**src/sv/gfbk_pkg.sv**
```systemverilog
package gfbk_pkg;

  // Sizes of the stores
  localparam int unsigned MAX_GROUPS    = 16;
  localparam int unsigned MAX_POSITIONS = 256;
  localparam int unsigned SLOT_W        = $clog2(MAX_GROUPS);
  localparam int unsigned IDX_W         = $clog2(MAX_POSITIONS);
  localparam int unsigned CNT_W         = $clog2(MAX_GROUPS + 1);

  // Field widths fixed by the interface
  localparam int unsigned POS_W = 9;
  localparam int unsigned KEY_W = 32;

  // Operation codes
  localparam logic OP_PUSH = 1'b0;
  localparam logic OP_POP  = 1'b1;

  localparam logic [POS_W-1:0] LIMIT_RESET = POS_W'(MAX_POSITIONS);

  typedef struct packed {
    logic              operation;
    logic signed [KEY_W-1:0] key_value;
  } in_item_t;

  typedef struct packed {
    logic [POS_W-1:0] position;
    logic             empty_res;
  } out_item_t;

  // Sequencer states
  typedef enum logic [2:0] {
    ST_IDLE,
    ST_SCAN,
    ST_PUSH_HIT,
    ST_PUSH_NEW,
    ST_POP_SEL,
    ST_POP_UPD
  } state_e;

  // Control into the key scanner
  typedef struct packed {
    logic              start;
    logic [KEY_W-1:0]  key;
  } scan_ctl_t;

  // Status out of the key scanner
  typedef struct packed {
    logic              busy;
    logic              done;
    logic              hit;
    logic              free_ok;
    logic [SLOT_W-1:0] hit_slot;
    logic [SLOT_W-1:0] free_slot;
  } scan_stat_t;

  // Next slot of the group order ring
  function automatic logic [SLOT_W-1:0] ring_next(input logic [SLOT_W-1:0] i);
    ring_next = (i == SLOT_W'(MAX_GROUPS - 1)) ? '0 : i + SLOT_W'(1);
  endfunction

endpackage

```
**src/sv/gfbk_key_scan.sv**
```systemverilog
module gfbk_key_scan import gfbk_pkg::*; (
  input  logic              clk_i,
  input  logic              rst_ni,
  input  scan_ctl_t         ctl_i,
  input  logic [KEY_W-1:0]  slot_key_i,
  input  logic              slot_valid_i,
  output logic [SLOT_W-1:0] idx_o,
  output scan_stat_t        stat_o
);

  logic              busy_q, busy_d;
  logic [SLOT_W-1:0] cnt_q, cnt_d;
  logic              have_free_q, have_free_d;
  logic [SLOT_W-1:0] free_q, free_d;
  logic [KEY_W-1:0]  key_q;
  logic              match, last;

  // One shared comparator, one slot per cycle
  assign match = slot_valid_i && (slot_key_i == key_q);
  assign last  = (cnt_q == SLOT_W'(MAX_GROUPS - 1));
  assign idx_o = cnt_q;

  always_comb begin
    stat_o.busy      = busy_q;
    stat_o.done      = busy_q && (match || last);
    stat_o.hit       = match;
    stat_o.free_ok   = have_free_q || !slot_valid_i;
    stat_o.hit_slot  = cnt_q;
    stat_o.free_slot = have_free_q ? free_q : cnt_q;
  end

  // Scan counter and first free slot
  always_comb begin
    busy_d      = busy_q;
    cnt_d       = cnt_q;
    have_free_d = have_free_q;
    free_d      = free_q;
    if (ctl_i.start) begin
      busy_d      = 1'b1;
      cnt_d       = '0;
      have_free_d = 1'b0;
    end else if (busy_q) begin
      if (!slot_valid_i && !have_free_q) begin
        have_free_d = 1'b1;
        free_d      = cnt_q;
      end
      if (match || last) begin
        busy_d = 1'b0;
      end else begin
        cnt_d = cnt_q + SLOT_W'(1);
      end
    end
  end

  always_ff @(posedge clk_i or negedge rst_ni) begin
    if (!rst_ni) begin
      busy_q      <= 1'b0;
      cnt_q       <= '0;
      have_free_q <= 1'b0;
    end else begin
      busy_q      <= busy_d;
      cnt_q       <= cnt_d;
      have_free_q <= have_free_d;
    end
  end

  always_ff @(posedge clk_i) begin
    free_q <= free_d;
    if (ctl_i.start) begin
      key_q <= ctl_i.key;
    end
  end

endmodule

```
**src/sv/gfbk_link_mem.sv**
```systemverilog
module gfbk_link_mem import gfbk_pkg::*; (
  input  logic             clk_i,
  input  logic             we_i,
  input  logic [IDX_W-1:0] waddr_i,
  input  logic [IDX_W-1:0] wdata_i,
  input  logic             re_i,
  input  logic [IDX_W-1:0] raddr_i,
  output logic [IDX_W-1:0] rdata_o
);

  // Next-position links, one entry per position
  logic [IDX_W-1:0] mem_q [MAX_POSITIONS];

  always_ff @(posedge clk_i) begin
    if (we_i) begin
      mem_q[waddr_i] <= wdata_i;
    end
  end

  always_ff @(posedge clk_i) begin
    if (re_i) begin
      rdata_o <= mem_q[raddr_i];
    end
  end

endmodule

```
**src/sv/grouped_fifo_by_key.sv**
```systemverilog
// Channel  | Direction | Handshake                  | Payload
// in       | input     | in_valid_i / in_stall_o    | in_data_i  (in_item_t)
// out      | output    | out_valid_o / out_stall_i  | out_data_o (out_item_t)
// cfg      | input     | cfg_wr_en_i                | cfg_wr_data_i (item limit)
//
// Push: accept, key scan of 1 to 16 slots (one per cycle through a single
// 32-bit comparator), update unless a new key finds no free slot; one over
// the limit ends at acceptance. Pop: select, plus an update (link read) when
// the group keeps positions. One transaction in work at a time; in_stall_o
// is high until it ends. A pop holds while the result register is stalled
// by out_stall_i. Reset clears control, valid bits and counters; no sweep.
module grouped_fifo_by_key import gfbk_pkg::*; (
  input  logic             clk_i,
  input  logic             rst_ni,
  input  logic             in_valid_i,
  output logic             in_stall_o,
  input  in_item_t         in_data_i,
  output logic             out_valid_o,
  input  logic             out_stall_i,
  output out_item_t        out_data_o,
  input  logic             cfg_wr_en_i,
  input  logic [POS_W-1:0] cfg_wr_data_i
);

  state_e state_q, state_d;

  logic [POS_W-1:0]  limit_q;
  logic [POS_W-1:0]  next_pos_q;
  logic [SLOT_W-1:0] order_rd_q, order_wr_q;
  logic [CNT_W-1:0]  order_cnt_q;
  logic [SLOT_W-1:0] slot_q;
  logic              out_valid_q;
  out_item_t         out_data_q;

  // Key of the push in work, held from acceptance
  logic [KEY_W-1:0]  push_key_q;

  // Group tables
  logic [MAX_GROUPS-1:0] valid_q;
  logic [KEY_W-1:0]  key_q   [MAX_GROUPS];
  logic [IDX_W-1:0]  first_q [MAX_GROUPS];
  logic [IDX_W-1:0]  last_q  [MAX_GROUPS];
  logic [POS_W-1:0]  size_q  [MAX_GROUPS];
  logic [SLOT_W-1:0] order_q [MAX_GROUPS];

  logic              accept, push_ok, out_free;
  logic [POS_W-1:0]  limit_eff;
  logic [IDX_W-1:0]  new_idx;
  logic [SLOT_W-1:0] pop_slot;
  logic [IDX_W-1:0]  pop_idx;

  scan_ctl_t         scan_ctl;
  scan_stat_t        scan_stat;
  logic [SLOT_W-1:0] scan_idx;

  logic              mem_we, mem_re;
  logic [IDX_W-1:0]  mem_waddr, mem_raddr, mem_rdata;

  assign accept    = in_valid_i && !in_stall_o;
  assign limit_eff = (limit_q > POS_W'(MAX_POSITIONS)) ? POS_W'(MAX_POSITIONS) : limit_q;
  assign push_ok   = (next_pos_q <= limit_eff);
  assign new_idx   = IDX_W'(next_pos_q - POS_W'(1));
  assign out_free  = !(out_valid_q && out_stall_i);
  assign pop_slot  = order_q[order_rd_q];
  assign pop_idx   = first_q[pop_slot];

  assign in_stall_o  = (state_q != ST_IDLE);
  assign out_valid_o = out_valid_q;
  assign out_data_o  = out_data_q;

  gfbk_key_scan u_scan (
    .clk_i       (clk_i),
    .rst_ni      (rst_ni),
    .ctl_i       (scan_ctl),
    .slot_key_i  (key_q[scan_idx]),
    .slot_valid_i(valid_q[scan_idx]),
    .idx_o       (scan_idx),
    .stat_o      (scan_stat)
  );

  gfbk_link_mem u_link (
    .clk_i  (clk_i),
    .we_i   (mem_we),
    .waddr_i(mem_waddr),
    .wdata_i(new_idx),
    .re_i   (mem_re),
    .raddr_i(mem_raddr),
    .rdata_o(mem_rdata)
  );

  // Next state
  always_comb begin
    state_d = state_q;
    case (state_q)
      ST_IDLE: begin
        if (accept) begin
          if (in_data_i.operation == OP_POP) begin
            state_d = ST_POP_SEL;
          end else if (push_ok) begin
            state_d = ST_SCAN;
          end
        end
      end
      ST_SCAN: begin
        if (scan_stat.done) begin
          if (scan_stat.hit) begin
            state_d = ST_PUSH_HIT;
          end else if (scan_stat.free_ok) begin
            state_d = ST_PUSH_NEW;
          end else begin
            state_d = ST_IDLE;
          end
        end
      end
      ST_PUSH_HIT: state_d = ST_IDLE;
      ST_PUSH_NEW: state_d = ST_IDLE;
      ST_POP_SEL: begin
        if (out_free) begin
          if (order_cnt_q != '0 && size_q[pop_slot] > POS_W'(1)) begin
            state_d = ST_POP_UPD;
          end else begin
            state_d = ST_IDLE;
          end
        end
      end
      ST_POP_UPD: state_d = ST_IDLE;
      default:    state_d = ST_IDLE;
    endcase
  end

  // Control outputs
  always_comb begin
    scan_ctl.start = 1'b0;
    scan_ctl.key   = in_data_i.key_value;
    mem_we         = 1'b0;
    mem_waddr      = last_q[slot_q];
    mem_re         = 1'b0;
    mem_raddr      = pop_idx;
    case (state_q)
      ST_IDLE:     scan_ctl.start = accept && (in_data_i.operation == OP_PUSH) && push_ok;
      ST_PUSH_HIT: mem_we = 1'b1;
      ST_POP_SEL:  mem_re = out_free && (order_cnt_q != '0);
      default:     ;
    endcase
  end

  // Control registers
  always_ff @(posedge clk_i or negedge rst_ni) begin
    if (!rst_ni) begin
      state_q     <= ST_IDLE;
      limit_q     <= LIMIT_RESET;
      next_pos_q  <= POS_W'(1);
      order_rd_q  <= '0;
      order_wr_q  <= '0;
      order_cnt_q <= '0;
      valid_q     <= '0;
      out_valid_q <= 1'b0;
    end else begin
      state_q <= state_d;
      if (cfg_wr_en_i) begin
        limit_q <= cfg_wr_data_i;
      end
      // Result register: loaded by a pop, freed when taken
      if (state_q == ST_POP_SEL && out_free) begin
        out_valid_q <= 1'b1;
      end else if (out_valid_q && !out_stall_i) begin
        out_valid_q <= 1'b0;
      end
      case (state_q)
        ST_PUSH_HIT: next_pos_q <= next_pos_q + POS_W'(1);
        ST_PUSH_NEW: begin
          next_pos_q      <= next_pos_q + POS_W'(1);
          valid_q[slot_q] <= 1'b1;
          order_wr_q      <= ring_next(order_wr_q);
          order_cnt_q     <= order_cnt_q + CNT_W'(1);
        end
        ST_POP_SEL: begin
          if (out_free) begin
            if (order_cnt_q != '0 && size_q[pop_slot] <= POS_W'(1)) begin
              valid_q[pop_slot] <= 1'b0;
              order_rd_q        <= ring_next(order_rd_q);
              order_cnt_q       <= order_cnt_q - CNT_W'(1);
            end
          end
        end
        default: ;
      endcase
    end
  end

  // Payload registers and group tables
  always_ff @(posedge clk_i) begin
    case (state_q)
      ST_SCAN: begin
        if (scan_stat.done) begin
          slot_q <= scan_stat.hit ? scan_stat.hit_slot : scan_stat.free_slot;
        end
      end
      ST_PUSH_HIT: begin
        last_q[slot_q] <= new_idx;
        size_q[slot_q] <= size_q[slot_q] + POS_W'(1);
      end
      ST_PUSH_NEW: begin
        key_q[slot_q]       <= push_key_q;
        first_q[slot_q]     <= new_idx;
        last_q[slot_q]      <= new_idx;
        size_q[slot_q]      <= POS_W'(1);
        order_q[order_wr_q] <= slot_q;
      end
      ST_POP_SEL: begin
        if (out_free) begin
          slot_q <= pop_slot;
          if (order_cnt_q == '0) begin
            out_data_q.position  <= '0;
            out_data_q.empty_res <= 1'b1;
          end else begin
            out_data_q.position  <= POS_W'(pop_idx) + POS_W'(1);
            out_data_q.empty_res <= 1'b0;
            if (size_q[pop_slot] <= POS_W'(1)) begin
              size_q[pop_slot] <= '0;
            end
          end
        end
      end
      ST_POP_UPD: begin
        first_q[slot_q] <= mem_rdata;
        size_q[slot_q]  <= size_q[slot_q] - POS_W'(1);
      end
      default: ;
    endcase
  end

  always_ff @(posedge clk_i) begin
    if (scan_ctl.start) begin
      push_key_q <= in_data_i.key_value;
    end
  end

  // Every queued group holds exactly one valid slot
  assert property (@(posedge clk_i) disable iff (!rst_ni)
    $countones(valid_q) == 32'(order_cnt_q))
    else $error("valid slots disagree with queued group count");

  // A result only appears after a pop selection
  assert property (@(posedge clk_i) disable iff (!rst_ni)
    $rose(out_valid_q) |-> $past(state_q) == ST_POP_SEL)
    else $error("result raised outside pop");

  // Position counter never passes one beyond the store
  assert property (@(posedge clk_i) disable iff (!rst_ni)
    next_pos_q <= POS_W'(MAX_POSITIONS + 1))
    else $error("position counter overran");

  // A pending result is never overwritten while stalled
  assert property (@(posedge clk_i) disable iff (!rst_ni)
    out_valid_q && out_stall_i |=> out_valid_q && $stable(out_data_q))
    else $error("stalled result changed");

endmodule

```
**config.mk**
```make
export PLATFORM = sky130hd
export DESIGN_NAME = grouped_fifo_by_key
export DESIGN_NICKNAME = d
export VERILOG_FILES = /design/src/sv/gfbk_pkg.sv /design/src/sv/gfbk_key_scan.sv /design/src/sv/gfbk_link_mem.sv /design/src/sv/grouped_fifo_by_key.sv
export SDC_FILE = /design/constraint.sdc
export NUM_CORES = 2
export LEC_CHECK = 0
export ABC_CLOCK_PERIOD_IN_PS = 15900
export BUFFER_PORTS_ARGS = -buffer_cell sky130_fd_sc_hd__buf_2
export CAP_MARGIN = 20
export CORE_MARGIN = 2
export CORE_UTILIZATION = 35
export DETAILED_ROUTE_END_ITERATION = 6
export GPL_TIMING_DRIVEN = 1
export HOLD_SLACK_MARGIN = 0.12
export SLEW_MARGIN = 20
export SYNTH_ARGS = -nofsm -noshare
export SYNTH_HDL_FRONTEND = slang
export SYNTH_SLANG_ARGS = --single-unit
```
**constraint.sdc**
```tcl
create_clock -name clk_i -period 15.9 [get_ports clk_i]
set_input_delay 1.59 -clock clk_i [delete_from_list [all_inputs] [get_ports clk_i]]
set_output_delay 1.59 -clock clk_i [all_outputs]
set_load 0.02 [all_outputs]
```
After elaboration in Yosys (flattened, before gate mapping)
Memories as Yosys holds them, arrays and structs flattened. A register that Yosys moved wholly into a read port is not among the register bits.
Cells that the tools add are included.
{"block": "op_classes", "n_addsub": 10, "magnitude_cmp": 9, "eq_ne": 15, "n_mux": 64, "bitwise_logic": 10, "n_reduce_logical": 40}
{"cell": "two-way mux 4 bit", "count": 12}
{"cell": "two-way mux 9 bit", "count": 4}
{"cell": "== test 32 bit", "count": 1}
{"cell": "two-way mux 16 bit", "count": 2}
{"cell": "one-hot mux 16 bit (2 select lines)", "count": 1}
{"cell": "two-way mux 1 bit", "count": 27}
{"cell": "adder 9 x 1 -> 9 bit, second input constant", "count": 2}
{"cell": "two-way mux 3 bit", "count": 6}
{"cell": "AND 16 bit", "count": 1}
{"cell": "two-way mux 8 bit", "count": 2}
{"cell": "NOT 16 bit", "count": 1}
{"cell": "OR 16 bit", "count": 1}
{"cell": "less-than comparator 4 x 5 -> 1 bit, second input constant", "count": 3}
{"cell": "logical AND 1 bit", "count": 14}
{"cell": "adder 4 x 1 -> 4 bit, second input constant", "count": 3}
{"cell": "== test 4 bit, second input constant", "count": 3}
{"cell": "AND reduction 3 bit", "count": 4}
{"cell": "two-way mux 5 bit", "count": 2}
{"cell": "one-hot mux 5 bit (2 select lines)", "count": 1}
{"cell": "nonzero test 2 bit", "count": 5}
{"cell": "adder 8 x 1 -> 9 bit, second input constant", "count": 1}
{"cell": "> comparator 9 x 1 -> 1 bit, second input constant", "count": 1}
{"cell": "> comparator 9 bit, second input constant", "count": 1}
{"cell": "<= comparator 9 x 1 -> 1 bit, second input constant", "count": 1}
{"cell": "29 further kinds", "count": 49}
{"block": "word_totals", "reg_bits": 107, "ram_bits": 3024, "inputBits": 47, "output_inout_bits": 12, "wordCells": 170, "n_memories": 6}
{"memory": "u_link.mem_q", "words": 256, "width": 8, "read_ports": 1, "rd_ports_with_merged_regs": 1, "write_ports": 1, "line": "gfbk_link_mem.sv:12", "source": "logic [IDX_W-1:0] mem_q [MAX_POSITIONS];"}
{"memory": "key_q", "words": 16, "width": 32, "read_ports": 1, "rd_ports_with_merged_regs": 0, "write_ports": 1, "line": "grouped_fifo_by_key.sv:40", "source": "logic [KEY_W-1:0] key_q [MAX_GROUPS];"}
{"memory": "size_q", "words": 16, "width": 9, "read_ports": 2, "rd_ports_with_merged_regs": 1, "write_ports": 1, "line": "grouped_fifo_by_key.sv:43", "source": "logic [POS_W-1:0] size_q [MAX_GROUPS];"}
{"memory": "first_q", "words": 16, "width": 8, "read_ports": 1, "rd_ports_with_merged_regs": 0, "write_ports": 1, "line": "grouped_fifo_by_key.sv:41", "source": "logic [IDX_W-1:0] first_q [MAX_GROUPS];"}
{"memory": "last_q", "words": 16, "width": 8, "read_ports": 1, "rd_ports_with_merged_regs": 1, "write_ports": 1, "line": "grouped_fifo_by_key.sv:42", "source": "logic [IDX_W-1:0] last_q [MAX_GROUPS];"}
{"memory": "order_q", "words": 16, "width": 4, "read_ports": 1, "rd_ports_with_merged_regs": 0, "write_ports": 1, "line": "grouped_fifo_by_key.sv:44", "source": "logic [SLOT_W-1:0] order_q [MAX_GROUPS];"}

Depth between registers and ports, before layout
An unclocked memory read counts as a cell.
{"block": "depth", "word_depth": 10, "mapped_depth": 22, "ltp_nobuf": 16}

By module
From an unflattened synthesis, not the netlist that was laid out.
{"block": "hier_totals", "cells_unflattened": 6020, "hier_area_um2": 125064.9}
{"module": "gfbk_link_mem", "n_inst": 1, "cells_per_inst": 3733, "area_per_inst_um2": 79636.4, "seq_area_each_um2": 61739.2}
{"module": "grouped_fifo_by_key", "n_inst": 1, "cells_per_inst": 2163, "area_per_inst_um2": 43541.8, "seq_area_each_um2": 32048.2}
{"module": "gfbk_key_scan", "n_inst": 1, "cells_per_inst": 124, "area_per_inst_um2": 1886.8, "seq_area_each_um2": 1231.2}

Least setup slack after synthesis
OpenSTA, ideal clock, no wires.
{"block": "synth_timing", "path_kind": "reg2reg", "startpoint": "reg next_pos_q[0]", "endpoint": "mem last_q[0][4] in the netlist's numbering, data pin", "setup_ns": 1.746, "arrival_time_ns": 12.051, "required_ns": 14.154, "path_slack_ns": 2.103, "path_stages_with_launch": 6, "synth_period_minus_slack_ns": 13.797, "path_cell_list": "dfstp_2 > inv_1 > ha_1 > inv_1 > or3_1 > xnor2_1"}
{"block": "synth_via", "elab_chain_cells": 2}
{"item": "from (decl)", "line": "grouped_fifo_by_key.sv:28", "source": "logic [POS_W-1:0] next_pos_q;"}
{"item": "from (signal assigned)", "line": "grouped_fifo_by_key.sv:170", "source": "ST_PUSH_HIT: next_pos_q <= next_pos_q + POS_W'(1);"}
{"item": "from (signal assigned)", "line": "grouped_fifo_by_key.sv:172", "source": "next_pos_q <= next_pos_q + POS_W'(1);"}
{"item": "subtractor 8 x 1 -> 8 bit", "line": "grouped_fifo_by_key.sv:62", "source": "assign new_idx = IDX_W'(next_pos_q - POS_W'(1));"}
{"item": "net new_idx[4]", "line": "grouped_fifo_by_key.sv:48", "source": "logic [IDX_W-1:0] new_idx;"}
{"item": "two-way mux 8 bit (no source line)"}
{"item": "to (decl)", "line": "grouped_fifo_by_key.sv:42"}
The timed path passes the listed nets, and every way through them passes these cells.

Worst setup path after layout
{"block": "layout_timing", "startpoint": "reg order_rd_q[1]", "endpoint": "reg u_link.rdata_o[6], read port of u_link.mem_q, data pin"}
{"block": "layout_via", "elab_chain_cells": 2}
{"item": "from (decl)", "line": "grouped_fifo_by_key.sv:29", "source": "logic [SLOT_W-1:0] order_rd_q, order_wr_q;"}
{"item": "from (signal assigned)", "line": "grouped_fifo_by_key.sv:181", "source": "order_rd_q <= ring_next(order_rd_q);"}
{"item": "memory (16 x 4 bit)"}
{"item": "memory (16 x 8 bit)"}
{"item": "to (decl)", "line": "gfbk_link_mem.sv:8", "source": "output logic [IDX_W-1:0] rdata_o"}
No other way between the ends.
A chain may end at the register's enable or synchronous reset.

==> reports/qor.yml <==
required_ps: 16550
fillers: 32640
antenna_found_initial: 22
critical_path.endpoint_type: "register"
fin_util_pct: 39.53
timing.setup.tns_ps: 0
wire_per_inst_um: 26.93
period_share_pct: 50.91
synth_top_cell_area_share_pct: 73.27
fin_nets: 8452
crit_arrival_ps: 8740
cts_tree: "built"
dieArea_um2: 365700
drc: 0
clk_pin_slew_ps: 60
crit_top_cell: "buf_4"
gp_congestion: 0.9102
clk_path_buf_depth: 4
die_h_um: 604.7
fmax_mhz: 123.5
yosysMostFrequentCell: "edfxtp_1"
htreeDepth: 5
wl_um: 360700
grt_max_degree: 217
setup_violations: 0
grt_usage_pct: 19.11
syn_area_per_cell_um2: 15.13
syn_inst: 8347
hold_path.class: "register to register"
post-dp-hpwl_um: 213700
cts_sinks: 3143
synth_area_leader_cell: "edfxtp_1"
whs_ps: 482.7
cts-root-buf: "clkbuf_16"
vias: 74760
ys_seq_elements: 3143
path_max_fanout: 121
outcome: "complete, no violations"
postLayoutCellArea_um2: 142000
first_global_vias: 72180
via_per_inst: 5.582
cts_resized: 0
syn_nets: 8418
coreArea_um2: 359200
worst_slew_pin_slew_ps: 1284
synth_commonest_cells: "edfxtp_1 (3082), nand2_1 (1687), nand3_1 (613)"
seqCellArea_um2: 94070
drive_gt1_share_pct: 12.27
finalHoldViolCount: 0
synthDistinctLibCells: 90
drt_iter0_markers: 10120
slowest_stage: "nand4_1"
grt_pass1_wl_um: 513700
port_buffers: 58
clkLatencyLatePin_ps: 890
drt-pass1-iter-count: 6
initial_utilization_pct: 35.16
multi_input_area_um2: 30040
path_cells: "buf_4 -> nand3b_1 -> nand4_1 -> nand2_2 -> buf_4 -> mux2_2 -> o211a_1 -> nor3_4 -> buf_4 -> buf_12 -> buf_4 -> nor2_2 -> buf_4 -> a32oi_1 -> a31oi_1 -> nor4_1 -> a31oi_1 -> a32o_1"
drv_cap: 0
rows: 220
io_pins: 59
synth_seq_area_share_pct: 74.46
postRouteAntennaNets: 0
postCtsHoldBufs: 0
cp-start-kind: "register"
period_minus_slack_ps: 8094
synth_area_um2: 126300
synth_edf_count: 3082
fin_skew_ps: 119.2
critPathKind: "register to register"
ys_async_sr_fraction_pct: 1.814
grt_overflow_total: 0
yosys_warnings: 0
synth.area.top_cells: "edfxtp_1 (73%), nand2_1 (5.0%), mux4_2 (3.9%), mux2i_1 (3.4%), nand3_1 (2.4%)"
cts_setup_buffers: 0
rsz0062_at_grt: "no"
die_x_um: 604.7
reg2reg_setup_slack_ps: 7810
drv_slew: 0
slowest_delay_ps: 780
dpl_cell_area_um2: 131900
slew_headroom_pct: 14.06
ys.flop_type: "edfxtp_1"
area_growth_pct: 12.43
numCtsBuffers: 316
## sequential cells by signal, indices dropped and copies added, names as in the netlist, named ones only
name and count:
out_data_o 10, order_cnt_q 5, u_scan.free_q 4, u_scan.idx_o 4
next_pos_q 9, slot_q 4, size_q 144, u_scan.key_q 32
u_scan.have_free_q 1, valid_q 16, limit_q 9, first_q 128
order_q 64, last_q 128, out_valid_o 1, u_scan.busy_q 1
u_link.rdata_o 8, order_wr_q 4, state_q 3, u_link.mem_q 2048
key_q 512, order_rd_q 4
## critical path, delay by kind of cell, from the launching register on
family                 cells  cell delay, ps
buffers and inverters      6            2910
AND/OR/NAND/NOR            6            2060
AO/OA/AOI/OAI              5            1600
flip-flops                 1             640
multiplexers               1             420
## metrics by stage
step           worst slack (ps)  instances
4_1_cts                    8103      13390
3_5_place_dp               8064      12840
2_1_floorplan              2103       8347
6_report                   7806      13390
3_3_place_gp               7862      12830
5_1_grt                    7571      13390
## routing by layer
layer  vias up  share of wire, %  track usage (%)
met3       686               9.9            4.308
li1      31890                 -                -
met2      3815                47            30.62
met4        10               3.7            6.676
met5         -             0.018                0
met1     38360                40            25.57
## layout make-up
type	instances	area share, %
antenna	3	0.005286
multi-input combinational	4660	21.15
clock inverter	177	1.172
inverter	28	0.09516
clock buffer	378	5.889
timing repair buffer	232	1.238
sequential	3143	66.24
tap	4773	4.205
## cells in the final DEF (no fill, tap or decap), types with 107 or more instances in the layout
| cell | synthesis | routed |
|---|---|---|
| mux2i_1 | 427 | 426 |
| a31oi_1 | 138 | 136 |
| mux4_2 | 221 | 221 |
| a32oi_1 | 118 | 118 |
| a21oi_1 | 109 | 107 |
| edfxtp_1 | 3082 | 3082 |
| nor2_1 | 436 | 391 |
| nand3_1 | 613 | 613 |
| and3_1 | 107 | 107 |
| nand2_1 | 1687 | 1685 |
| clkbuf_16 | 0 | 326 |
| buf_4 | 39 | 160 |
## path summary, 6_finish.rpt
kind                                 from                end  cells past startpoint
hold / removal             order_cnt_q[4]     order_cnt_q[4]                      1
min in group asynchronous          rst_ni      next_pos_q[1]                      2
max in group asynchronous          rst_ni    u_scan.idx_o[0]                      2
hold reg to reg            order_cnt_q[4]     order_cnt_q[4]                      1
setup / recovery            order_rd_q[1]  u_link.rdata_o[6]                     18
setup reg to reg            order_rd_q[1]  u_link.rdata_o[6]                     18
## cells by family (layout without fill, tap and decap cells)
family,count (synthesis),after routing,synth area share [%]
and+or+nand+nor,3133,3133,10.73
other,0,3,0
buffers and inverters,544,815,2.090
adders and majority gates,24,24,0.2437
muxes,687,687,7.711
DFF,3143,3143,74.46
AOI/OAI and AO/OA,741,741,4.239
xor gates and xnor gates,75,75,0.5200
Power is left out: the tool's default activity adds up to more than one toggle a clock period on the data nets, which glitch-free logic cannot reach.
